[src/rtl/fras_pkg.sv]
// Shared types and constants for the four-register ALU stack executor.
`default_nettype none

package fras_pkg;

  localparam int unsigned DefStackDepth = 16;
  localparam int unsigned DataW         = 32;
  localparam int unsigned OpW           = 4;
  localparam int unsigned RegIdxW       = 2;
  localparam int unsigned DepthW        = 5;

  typedef enum logic [OpW-1:0] {
    OP_MOV  = 4'd0,
    OP_ADD  = 4'd1,
    OP_SUB  = 4'd2,
    OP_MUL  = 4'd3,
    OP_DIV  = 4'd4,
    OP_XOR  = 4'd5,
    OP_AND  = 4'd6,
    OP_OR   = 4'd7,
    OP_SHL  = 4'd8,
    OP_SHR  = 4'd9,
    OP_PUSH = 4'd10,
    OP_POP  = 4'd11
  } op_e;

  typedef enum logic [1:0] {
    STAT_OK    = 2'd0,
    STAT_DIV0  = 2'd1,
    STAT_OVER  = 2'd2,
    STAT_UNDER = 2'd3
  } status_e;

  typedef enum logic [2:0] {
    CLS_ALU,
    CLS_MUL,
    CLS_DIV,
    CLS_PUSH,
    CLS_POP,
    CLS_NOP
  } cls_e;

  typedef enum logic [2:0] {
    BK_IDLE,
    BK_EXEC,
    BK_DIV,
    BK_POPRD,
    BK_COMMIT
  } back_state_e;

  typedef struct packed {
    cls_e               cls;
    logic [OpW-1:0]     op;
    logic [RegIdxW-1:0] dst;
    logic               src_is_reg;
    logic [RegIdxW-1:0] src_reg;
    logic [DataW-1:0]   imm;
  } instr_t;

  typedef struct packed {
    logic   valid;
    instr_t item;
  } deq_t;

endpackage

`default_nettype wire

[src/rtl/four_register_alu_stack_executor_core.sv]
// Top level of the four-register ALU stack executor.
//
//   Channel   Handshake    Word contents
//   input     push, full   op, dest_reg, src_is_reg, src_reg, immediate
//   result    empty, pop   status, reg_a .. reg_d, depth
//
// An accepted word waits in a two-entry queue and then passes the executor states dequeue,
// execute and commit; a pop from a nonempty stack adds a state for its registered stack
// read, and a divide by a nonzero value waits in a divide state for the 32-step radix-2
// divider and its done strobe. Reset clears the registers and empties the stack at once;
// stack entries are never read before they are written.
// While a result is not popped the executor holds in commit, the queue fills and full rises.
`default_nettype none

module four_register_alu_stack_executor_core #(
  parameter int unsigned StackDepth = fras_pkg::DefStackDepth
) (
  input  wire logic                               clk_i,
  input  wire logic                               rst_ni,
  input  wire logic                               push,
  output      logic                               full,
  input  wire logic [fras_pkg::OpW-1:0]           op_i,
  input  wire logic [fras_pkg::RegIdxW-1:0]       dest_reg_i,
  input  wire logic                               src_is_reg_i,
  input  wire logic [fras_pkg::RegIdxW-1:0]       src_reg_i,
  input  wire logic signed [fras_pkg::DataW-1:0]  immediate_i,
  output      logic                               empty,
  input  wire logic                               pop,
  output      logic [1:0]                         status_o,
  output      logic signed [fras_pkg::DataW-1:0]  reg_a_o,
  output      logic signed [fras_pkg::DataW-1:0]  reg_b_o,
  output      logic signed [fras_pkg::DataW-1:0]  reg_c_o,
  output      logic signed [fras_pkg::DataW-1:0]  reg_d_o,
  output      logic [fras_pkg::DepthW-1:0]        depth_o
);

  fras_pkg::deq_t deq;
  logic           deq_ack;

  fras_front u_front (
    .clk_i        (clk_i),
    .rst_ni       (rst_ni),
    .push_i       (push),
    .full_o       (full),
    .op_i         (op_i),
    .dest_reg_i   (dest_reg_i),
    .src_is_reg_i (src_is_reg_i),
    .src_reg_i    (src_reg_i),
    .immediate_i  (immediate_i),
    .deq_o        (deq),
    .deq_ack_i    (deq_ack)
  );

  fras_back #(
    .StackDepth (StackDepth)
  ) u_back (
    .clk_i     (clk_i),
    .rst_ni    (rst_ni),
    .deq_i     (deq),
    .deq_ack_o (deq_ack),
    .pop_i     (pop),
    .empty_o   (empty),
    .status_o  (status_o),
    .reg_a_o   (reg_a_o),
    .reg_b_o   (reg_b_o),
    .reg_c_o   (reg_c_o),
    .reg_d_o   (reg_d_o),
    .depth_o   (depth_o)
  );

  assert property (@(posedge clk_i) disable iff (!rst_ni)
    (!empty && status_o == fras_pkg::STAT_UNDER) |-> (depth_o == '0))
    else $error("Underflow reported with a nonempty stack.");

  assert property (@(posedge clk_i) disable iff (!rst_ni)
    (!empty && status_o == fras_pkg::STAT_OVER) |-> (depth_o == fras_pkg::DepthW'(StackDepth)))
    else $error("Overflow reported with a stack that is not full.");

  assert property (@(posedge clk_i) disable iff (!rst_ni)
    $rose(full) |-> $past(push))
    else $error("Input queue filled without an accepted word.");

endmodule

`default_nettype wire

[src/rtl/fras_ram.sv]
// Generic single-write, single-read RAM with registered read data.
`default_nettype none

module fras_ram #(
  parameter int unsigned Width = 32,
  parameter int unsigned Depth = 16
) (
  input  wire logic                                      clk_i,
  input  wire logic                                      we_i,
  input  wire logic [((Depth > 1) ? $clog2(Depth) : 1)-1:0] waddr_i,
  input  wire logic [Width-1:0]                          wdata_i,
  input  wire logic                                      re_i,
  input  wire logic [((Depth > 1) ? $clog2(Depth) : 1)-1:0] raddr_i,
  output      logic [Width-1:0]                          rdata_o
);

  logic [Width-1:0] mem_q [Depth];
  logic [Width-1:0] rdata_q;

  always_ff @(posedge clk_i) begin
    if (we_i) begin
      mem_q[waddr_i] <= wdata_i;
    end
    if (re_i) begin
      rdata_q <= mem_q[raddr_i];
    end
  end

  assign rdata_o = rdata_q;

endmodule

`default_nettype wire

[src/rtl/fras_front.sv]
// Front end: accepts instruction words, classifies them and queues them for execution.
`default_nettype none

module fras_front (
  input  wire logic                               clk_i,
  input  wire logic                               rst_ni,
  input  wire logic                               push_i,
  output      logic                               full_o,
  input  wire logic [fras_pkg::OpW-1:0]           op_i,
  input  wire logic [fras_pkg::RegIdxW-1:0]       dest_reg_i,
  input  wire logic                               src_is_reg_i,
  input  wire logic [fras_pkg::RegIdxW-1:0]       src_reg_i,
  input  wire logic signed [fras_pkg::DataW-1:0]  immediate_i,
  output      fras_pkg::deq_t                     deq_o,
  input  wire logic                               deq_ack_i
);

  function automatic fras_pkg::cls_e classify(logic [fras_pkg::OpW-1:0] op);
    fras_pkg::cls_e cls;
    unique case (fras_pkg::op_e'(op))
      fras_pkg::OP_MOV, fras_pkg::OP_ADD, fras_pkg::OP_SUB, fras_pkg::OP_XOR,
      fras_pkg::OP_AND, fras_pkg::OP_OR, fras_pkg::OP_SHL,
      fras_pkg::OP_SHR:  cls = fras_pkg::CLS_ALU;
      fras_pkg::OP_MUL:  cls = fras_pkg::CLS_MUL;
      fras_pkg::OP_DIV:  cls = fras_pkg::CLS_DIV;
      fras_pkg::OP_PUSH: cls = fras_pkg::CLS_PUSH;
      fras_pkg::OP_POP:  cls = fras_pkg::CLS_POP;
      default:           cls = fras_pkg::CLS_NOP;
    endcase
    return cls;
  endfunction

  fras_pkg::instr_t ent_q [2];
  fras_pkg::instr_t new_ent;
  logic             wr_ptr_q, wr_ptr_d;
  logic             rd_ptr_q, rd_ptr_d;
  logic [1:0]       cnt_q, cnt_d;
  logic             enq, deq;

  assign full_o = (cnt_q == 2'd2);
  assign enq    = push_i && !full_o;
  assign deq    = deq_ack_i && deq_o.valid;

  assign deq_o.valid = (cnt_q != 2'd0);
  assign deq_o.item  = ent_q[rd_ptr_q];

  always_comb begin
    new_ent.cls        = classify(op_i);
    new_ent.op         = op_i;
    new_ent.dst        = dest_reg_i;
    new_ent.src_is_reg = src_is_reg_i;
    new_ent.src_reg    = src_reg_i;
    new_ent.imm        = immediate_i;
  end

  always_comb begin
    wr_ptr_d = enq ? !wr_ptr_q : wr_ptr_q;
    rd_ptr_d = deq ? !rd_ptr_q : rd_ptr_q;
    priority if (enq && !deq) begin
      cnt_d = cnt_q + 2'd1;
    end else if (deq && !enq) begin
      cnt_d = cnt_q - 2'd1;
    end else begin
      cnt_d = cnt_q;
    end
  end

  always_ff @(posedge clk_i or negedge rst_ni) begin
    if (!rst_ni) begin
      wr_ptr_q <= 1'b0;
      rd_ptr_q <= 1'b0;
      cnt_q    <= 2'd0;
    end else begin
      wr_ptr_q <= wr_ptr_d;
      rd_ptr_q <= rd_ptr_d;
      cnt_q    <= cnt_d;
    end
  end

  always_ff @(posedge clk_i) begin
    if (enq) begin
      ent_q[wr_ptr_q] <= new_ent;
    end
  end

endmodule

`default_nettype wire

[src/rtl/fras_div.sv]
// Iterative signed divider producing one quotient bit per cycle.
`default_nettype none

module fras_div (
  input  wire logic                        clk_i,
  input  wire logic                        rst_ni,
  input  wire logic                        start_i,
  input  wire logic [fras_pkg::DataW-1:0]  dividend_i,
  input  wire logic [fras_pkg::DataW-1:0]  divisor_i,
  output      logic                        done_o,
  output      logic [fras_pkg::DataW-1:0]  quotient_o
);

  localparam int unsigned W    = fras_pkg::DataW;
  localparam int unsigned CntW = $clog2(W);

  logic            busy_q;
  logic            done_q;
  logic [CntW-1:0] cnt_q;
  logic            neg_q;
  logic [W-1:0]    rem_q;
  logic [W-1:0]    quo_q;
  logic [W-1:0]    md_q;
  logic [W:0]      trial;

  assign trial = {rem_q, quo_q[W-1]} - {1'b0, md_q};

  always_ff @(posedge clk_i or negedge rst_ni) begin
    if (!rst_ni) begin
      busy_q <= 1'b0;
      done_q <= 1'b0;
      cnt_q  <= '0;
    end else begin
      done_q <= 1'b0;
      if (start_i) begin
        busy_q <= 1'b1;
        cnt_q  <= '0;
      end else if (busy_q) begin
        cnt_q <= cnt_q + CntW'(1);
        if (cnt_q == CntW'(W - 1)) begin
          busy_q <= 1'b0;
          done_q <= 1'b1;
        end
      end
    end
  end

  always_ff @(posedge clk_i) begin
    if (start_i) begin
      neg_q <= dividend_i[W-1] ^ divisor_i[W-1];
      quo_q <= dividend_i[W-1] ? (W'(0) - dividend_i) : dividend_i;
      md_q  <= divisor_i[W-1] ? (W'(0) - divisor_i) : divisor_i;
      rem_q <= '0;
    end else if (busy_q) begin
      if (!trial[W]) begin
        rem_q <= trial[W-1:0];
        quo_q <= {quo_q[W-2:0], 1'b1};
      end else begin
        rem_q <= {rem_q[W-2:0], quo_q[W-1]};
        quo_q <= {quo_q[W-2:0], 1'b0};
      end
    end
  end

  assign done_o     = done_q;
  assign quotient_o = neg_q ? (W'(0) - quo_q) : quo_q;

endmodule

`default_nettype wire

[src/rtl/fras_back.sv]
// Back end: executes queued instructions on the register file and the value stack.
`default_nettype none

module fras_back #(
  parameter int unsigned StackDepth = fras_pkg::DefStackDepth
) (
  input  wire logic                               clk_i,
  input  wire logic                               rst_ni,
  input  wire fras_pkg::deq_t                     deq_i,
  output      logic                               deq_ack_o,
  input  wire logic                               pop_i,
  output      logic                               empty_o,
  output      logic [1:0]                         status_o,
  output      logic signed [fras_pkg::DataW-1:0]  reg_a_o,
  output      logic signed [fras_pkg::DataW-1:0]  reg_b_o,
  output      logic signed [fras_pkg::DataW-1:0]  reg_c_o,
  output      logic signed [fras_pkg::DataW-1:0]  reg_d_o,
  output      logic [fras_pkg::DepthW-1:0]        depth_o
);

  localparam int unsigned W     = fras_pkg::DataW;
  localparam int unsigned CntW  = $clog2(StackDepth + 1);
  localparam int unsigned AddrW = (StackDepth > 1) ? $clog2(StackDepth) : 1;

  function automatic logic [W-1:0] pick(logic [fras_pkg::RegIdxW-1:0] idx,
                                        logic [W-1:0] a, logic [W-1:0] b,
                                        logic [W-1:0] c, logic [W-1:0] d);
    logic [W-1:0] v;
    unique case (idx)
      2'd0:    v = a;
      2'd1:    v = b;
      2'd2:    v = c;
      default: v = d;
    endcase
    return v;
  endfunction

  fras_pkg::back_state_e state_q, state_d;

  logic [W-1:0]                 gpr_a_q, gpr_b_q, gpr_c_q, gpr_d_q;
  logic [W-1:0]                 nxt_a, nxt_b, nxt_c, nxt_d;
  logic [CntW-1:0]              cnt_q, cnt_nxt, cnt_dec;
  fras_pkg::cls_e               cls_q;
  logic [fras_pkg::OpW-1:0]     op_q;
  logic [fras_pkg::RegIdxW-1:0] dst_q;
  logic [W-1:0]                 src_q, cur_q, res_q;
  fras_pkg::status_e            stat_q;
  logic                         wr_q;

  logic                         out_valid_q;
  logic [1:0]                   out_stat_q;
  logic [W-1:0]                 out_a_q, out_b_q, out_c_q, out_d_q;
  logic [fras_pkg::DepthW-1:0]  out_depth_q;

  logic         out_free, commit;
  logic         div_start, div_done;
  logic [W-1:0] div_quo;
  logic         ram_we, ram_re;
  logic [W-1:0] ram_rdata;
  logic         stack_full, stack_empty;

  assign out_free    = !out_valid_q || pop_i;
  assign cnt_dec     = cnt_q - CntW'(1);
  assign stack_full  = (cnt_q >= CntW'(StackDepth));
  assign stack_empty = (cnt_q == '0);

  always_comb begin
    state_d = state_q;
    unique case (state_q)
      fras_pkg::BK_IDLE: begin
        if (deq_i.valid) begin
          state_d = fras_pkg::BK_EXEC;
        end
      end
      fras_pkg::BK_EXEC: begin
        priority if (cls_q == fras_pkg::CLS_DIV && src_q != '0) begin
          state_d = fras_pkg::BK_DIV;
        end else if (cls_q == fras_pkg::CLS_POP && !stack_empty) begin
          state_d = fras_pkg::BK_POPRD;
        end else begin
          state_d = fras_pkg::BK_COMMIT;
        end
      end
      fras_pkg::BK_DIV: begin
        if (div_done) begin
          state_d = fras_pkg::BK_COMMIT;
        end
      end
      fras_pkg::BK_POPRD: begin
        state_d = fras_pkg::BK_COMMIT;
      end
      fras_pkg::BK_COMMIT: begin
        if (out_free) begin
          state_d = fras_pkg::BK_IDLE;
        end
      end
      default: begin
        state_d = fras_pkg::BK_IDLE;
      end
    endcase
  end

  always_comb begin
    deq_ack_o = (state_q == fras_pkg::BK_IDLE) && deq_i.valid;
    div_start = (state_q == fras_pkg::BK_EXEC) && (cls_q == fras_pkg::CLS_DIV) && (src_q != '0);
    ram_re    = (state_q == fras_pkg::BK_EXEC) && (cls_q == fras_pkg::CLS_POP) && !stack_empty;
    commit    = (state_q == fras_pkg::BK_COMMIT) && out_free;
    ram_we    = commit && (cls_q == fras_pkg::CLS_PUSH) && (stat_q == fras_pkg::STAT_OK);
  end

  always_comb begin
    nxt_a = (wr_q && dst_q == 2'd0) ? res_q : gpr_a_q;
    nxt_b = (wr_q && dst_q == 2'd1) ? res_q : gpr_b_q;
    nxt_c = (wr_q && dst_q == 2'd2) ? res_q : gpr_c_q;
    nxt_d = (wr_q && dst_q == 2'd3) ? res_q : gpr_d_q;
    cnt_nxt = cnt_q;
    if (stat_q == fras_pkg::STAT_OK && cls_q == fras_pkg::CLS_PUSH) begin
      cnt_nxt = cnt_q + CntW'(1);
    end else if (stat_q == fras_pkg::STAT_OK && cls_q == fras_pkg::CLS_POP) begin
      cnt_nxt = cnt_dec;
    end
  end

  always_ff @(posedge clk_i or negedge rst_ni) begin
    if (!rst_ni) begin
      state_q     <= fras_pkg::BK_IDLE;
      gpr_a_q     <= '0;
      gpr_b_q     <= '0;
      gpr_c_q     <= '0;
      gpr_d_q     <= '0;
      cnt_q       <= '0;
      out_valid_q <= 1'b0;
    end else begin
      state_q <= state_d;
      if (commit) begin
        gpr_a_q     <= nxt_a;
        gpr_b_q     <= nxt_b;
        gpr_c_q     <= nxt_c;
        gpr_d_q     <= nxt_d;
        cnt_q       <= cnt_nxt;
        out_valid_q <= 1'b1;
      end else if (pop_i) begin
        out_valid_q <= 1'b0;
      end
    end
  end

  always_ff @(posedge clk_i) begin
    unique case (state_q)
      fras_pkg::BK_IDLE: begin
        if (deq_i.valid) begin
          cls_q <= deq_i.item.cls;
          op_q  <= deq_i.item.op;
          dst_q <= deq_i.item.dst;
          src_q <= deq_i.item.src_is_reg ?
                   pick(deq_i.item.src_reg, gpr_a_q, gpr_b_q, gpr_c_q, gpr_d_q) :
                   deq_i.item.imm;
          cur_q <= pick(deq_i.item.dst, gpr_a_q, gpr_b_q, gpr_c_q, gpr_d_q);
        end
      end
      fras_pkg::BK_EXEC: begin
        stat_q <= fras_pkg::STAT_OK;
        wr_q   <= 1'b0;
        unique case (cls_q)
          fras_pkg::CLS_ALU: begin
            wr_q <= 1'b1;
            unique case (fras_pkg::op_e'(op_q))
              fras_pkg::OP_MOV: res_q <= src_q;
              fras_pkg::OP_ADD: res_q <= cur_q + src_q;
              fras_pkg::OP_SUB: res_q <= cur_q - src_q;
              fras_pkg::OP_XOR: res_q <= cur_q ^ src_q;
              fras_pkg::OP_AND: res_q <= cur_q & src_q;
              fras_pkg::OP_OR:  res_q <= cur_q | src_q;
              fras_pkg::OP_SHL: res_q <= cur_q << src_q[4:0];
              fras_pkg::OP_SHR: res_q <= W'($signed(cur_q) >>> src_q[4:0]);
              default:          res_q <= cur_q;
            endcase
          end
          fras_pkg::CLS_MUL: begin
            wr_q  <= 1'b1;
            res_q <= cur_q * src_q;
          end
          fras_pkg::CLS_DIV: begin
            if (src_q == '0) begin
              stat_q <= fras_pkg::STAT_DIV0;
            end else begin
              wr_q <= 1'b1;
            end
          end
          fras_pkg::CLS_PUSH: begin
            if (stack_full) begin
              stat_q <= fras_pkg::STAT_OVER;
            end
          end
          fras_pkg::CLS_POP: begin
            if (stack_empty) begin
              stat_q <= fras_pkg::STAT_UNDER;
            end else begin
              wr_q <= 1'b1;
            end
          end
          default: begin
          end
        endcase
      end
      fras_pkg::BK_DIV: begin
        if (div_done) begin
          res_q <= div_quo;
        end
      end
      fras_pkg::BK_POPRD: begin
        res_q <= ram_rdata;
      end
      default: begin
      end
    endcase
    if (commit) begin
      out_stat_q  <= stat_q;
      out_a_q     <= nxt_a;
      out_b_q     <= nxt_b;
      out_c_q     <= nxt_c;
      out_d_q     <= nxt_d;
      out_depth_q <= fras_pkg::DepthW'(cnt_nxt);
    end
  end

  fras_div u_div (
    .clk_i      (clk_i),
    .rst_ni     (rst_ni),
    .start_i    (div_start),
    .dividend_i (cur_q),
    .divisor_i  (src_q),
    .done_o     (div_done),
    .quotient_o (div_quo)
  );

  fras_ram #(
    .Width (W),
    .Depth (StackDepth)
  ) u_stack (
    .clk_i   (clk_i),
    .we_i    (ram_we),
    .waddr_i (cnt_q[AddrW-1:0]),
    .wdata_i (src_q),
    .re_i    (ram_re),
    .raddr_i (cnt_dec[AddrW-1:0]),
    .rdata_o (ram_rdata)
  );

  assign empty_o  = !out_valid_q;
  assign status_o = out_stat_q;
  assign reg_a_o  = out_a_q;
  assign reg_b_o  = out_b_q;
  assign reg_c_o  = out_c_q;
  assign reg_d_o  = out_d_q;
  assign depth_o  = out_depth_q;

endmodule

`default_nettype wire

[config.mk]
export PLATFORM = sky130hd
export DESIGN_NAME = four_register_alu_stack_executor_core
export DESIGN_NICKNAME = d
export VERILOG_FILES = /design/src/rtl/fras_pkg.sv /design/src/rtl/four_register_alu_stack_executor_core.sv /design/src/rtl/fras_ram.sv /design/src/rtl/fras_front.sv /design/src/rtl/fras_div.sv /design/src/rtl/fras_back.sv
export SDC_FILE = /design/constraint.sdc
export NUM_CORES = 2
export LEC_CHECK = 0
export BUFFER_PORTS_ARGS = -buffer_cell sky130_fd_sc_hd__buf_2
export CAP_MARGIN = 20
export CORE_MARGIN = 1
export CORE_UTILIZATION = 58
export DETAILED_ROUTE_END_ITERATION = 8
export MAX_ROUTING_LAYER = met4
export PLACE_DENSITY_LB_ADDON = 0.3
export SYNTH_ARGS = -nofsm -noshare
export SYNTH_HDL_FRONTEND = slang
export SYNTH_SLANG_ARGS = --single-unit
[constraint.sdc]
create_clock -name clk_i -period 8.1 [get_ports clk_i]
set_input_delay 0.405 -clock clk_i [delete_from_list [all_inputs] [get_ports clk_i]]
set_output_delay 0.405 -clock clk_i [all_outputs]
set_load 0.01 [all_outputs]
==> metrics.txt <==
core area 0.121 mm²; number of synthesized flops with an enable pin 940; WP buf/inv 8; Largest register FFs just over 500; syn nets ~6,600; Clock Skew roughly 0.07 ns; post-synthesis sequential area ratio between 40% and 50%; synth unique cells between 90 and 100; Setup TNS 0 ns; final hold vios 0; first-pass GRT wire length between 300,000 and 400,000 µm; crit path DAT around 8.3 ns; fillers between 8,000 and 9,000; die area approximately 0.12 mm²; largest register by flop count u_back.u_stack.mem_q; crit path launch type register; Initial Utilization about three fifths; Crit path max-delay family adder cells; CTS Sinks about 1,100; post-layout minimum cycle time 7.75 ns; per-cell routed wire length between 30 and 40 µm; die width 352 µm; Hold Startpoint pop; Rows ~130; DRC violations left 0; CP endpoint kind register; Synth area leader edfxtp_1; RSZ-0062 raised after global routing false; Post-DRT Antenna Nets 0; WP data required slightly below 9 ns; Clk Latency, worst-skew pair roughly 0.8 ns; most frequent CP cell fa_1; r2r setup slk about 0.35 ns; IO Port Bufs approximately 180; synthesized instance count around 5,900; hold path depth 4; Ys Warns 0; ys flop type edfxtp_1; Slowest cell on crit path clkinv_1; Worst slew margin under 10%; fmax roughly 130 MHz; FF-to-FF path depth 27; clock transition at the registers of the reported paths around 0.060 ns; final setup fails 0; Ports around 180; Yosys top cell area share between 30% and 40%; Routability Congestion ~1.1; Max clock buf depth 3; Worst-Margin Slew between 1 and 1.5 ns; cell area after synthesis roughly 0.071 mm²; DR pass1 iterations 8; dpl hpwl around 180,000 µm; vias in the first global route between 50,000 and 60,000; Overall Global Routing Usage approximately 44%; Max-Cap Viols 0; CTS root buffer clkbuf_16; status complete, no violations; Iteration-0 DRC Markers ~7,300; worst min path class input port to register; Vias/cell slightly below 7; Worst R2R End u_back.res_q[31]; most frequent cells after synthesis edfxtp_1, nor2_1, inv_1; slowest stage delay, CP a little over 0.6 ns; largest registers u_back.u_stack.mem_q (512), u_front.ent_q (88); total number of vias roughly 53,000; Final Cycle Share between 90% and 100%; design area 0.0792 mm²; largest net degree at the start of global routing ~110; fin nets 6,787; initial antenna violation count 12; register bit total from synthesis around 1,100; Slew Limit Fails 0; ratio of cells with drive above 1 in the final layout 19.1%; H-tree levels 3; cell with the most instances after synthesis edfxtp_1; Crit Path Category register to register; die height about 350 µm; post-synthesis async set-or-reset flop share 13.2%; top cells by area, synth edfxtp_1, fa_1, mux4_2; Post-DP Area roughly 0.075 mm²; Area Overhead vs Synth 11.7%; Worst Hold Path EP u_back.out_valid_q; mean post-synth cell area around 12 µm²; CTS tree done; Crit Path Max Fanout 13; TritonCTS Buffers 111; grt ovf 0; drt total wl about 260,000 µm; worst r2r src u_back.src_q[12]
[cell type report]
cell class                      count  area (µm²)  area share, %
Multi-Input combinational cell   3853       35300           44.6
Sequential cell                  1120       32600           41.1
Tap cell                         1612        2020           2.55
Timing Repair Buffer              473        3230           4.08
Inverter                          512        1930           2.44
Antenna cell                       16        40.0         0.0505
Clock buffer                      135        3010           3.80
Clock inverter                     75        1070           1.35
[tightest hold or removal path, cell delays in order]
cell,delay (ns)
buf_2,0.07
nand2b_1,0.09
buf_4,0.23
nand2_1,0.11
[cell families (layout without fill, tap and decap cells)]
| family | count (synthesis) | count (layout) | share of synthesized area [%] |
|---|---|---|---|
| and+or+nand+nor | 1568 | 1568 | 9.43 |
| DFF | 1120 | 1120 | 45.9 |
| buffers and inverters | 878 | 1195 | 4.69 |
| AOI/OAI and AO/OA | 832 | 832 | 7.64 |
| adders and majority gates | 671 | 671 | 16.2 |
| muxes | 536 | 536 | 13.0 |
| xor gates and xnor gates | 246 | 246 | 3.07 |
| other | 0 | 16 | 0 |
[timing repair]
action,CTS,global route
endpoints found under the hold margin,149,0
setup endpoints to repair,0,2
hold buffers,43,0
resized for setup,0,1
setup buffers,0,8
[metrics by stage]
step           cells  util, %  hold WS, ns  worst slack [ns]
2_1_floorplan   5851        -        0.109            0.0121
3_3_place_gp    7516     61.8        0.453             0.410
3_5_place_dp    7516     61.8        0.451             0.316
4_1_cts         7769     65.6        0.104             0.309
5_1_grt         7790     65.7        0.155           0.00591
6_report        7796     65.7        0.156             0.350
[worst max-delay path by stage]
stage / startpoint / to / slack [ns] / cells past startpoint
6_report: u_back.src_q[12] / u_back.res_q[31] / 0.35 / 27
5_1_grt: u_back.src_q[5] / u_back.res_q[31] / 0.006 / 24
4_1_cts: u_back.src_q[6] / u_back.res_q[30] / 0.31 / 22
3_5_place_dp: u_back.src_q[6] / u_back.res_q[28] / 0.32 / 21
3_3_place_gp: u_back.src_q[9] / u_back.res_q[28] / 0.41 / 23
2_1_floorplan: u_back.src_q[2] / u_back.res_q[28] / 0.01 / 28
[placed cells by master, fill, tap and decap left out, drive strengths merged, types with 35 or more instances in the layout]
master and instances:
a211oi 42, a21o 40, a21oi 182, a31oi 43
buf 429, clkbuf 136, clkinv 60, dfrtp 148
dlygate4sd3 43, edfxtp 940, fa 410, ha 261
inv 498, mux2 172, mux2i 71, mux4 293
nand2 442, nand2b 35, nand3 48, nor2 819
nor3 49, o211ai 37, o21ai 225, o31ai 45
or3 46, xnor2 182, xor2 63
[metal layers]
| metal | up-vias | GRT usage [%] | share of wire, % |
|---|---|---|---|
| met5 | - | - | 0 |
| met1 | 26700 | 56.1 | 36 |
| met4 | 0 | 23.1 | 6.3 |
| met3 | 906 | 15.0 | 14 |
| li1 | 21300 | - | - |
| met2 | 3986 | 63.6 | 44 |
Power is left out: the tool's default activity adds up to more than one toggle a clock period on the data nets, which glitch-free logic cannot reach.
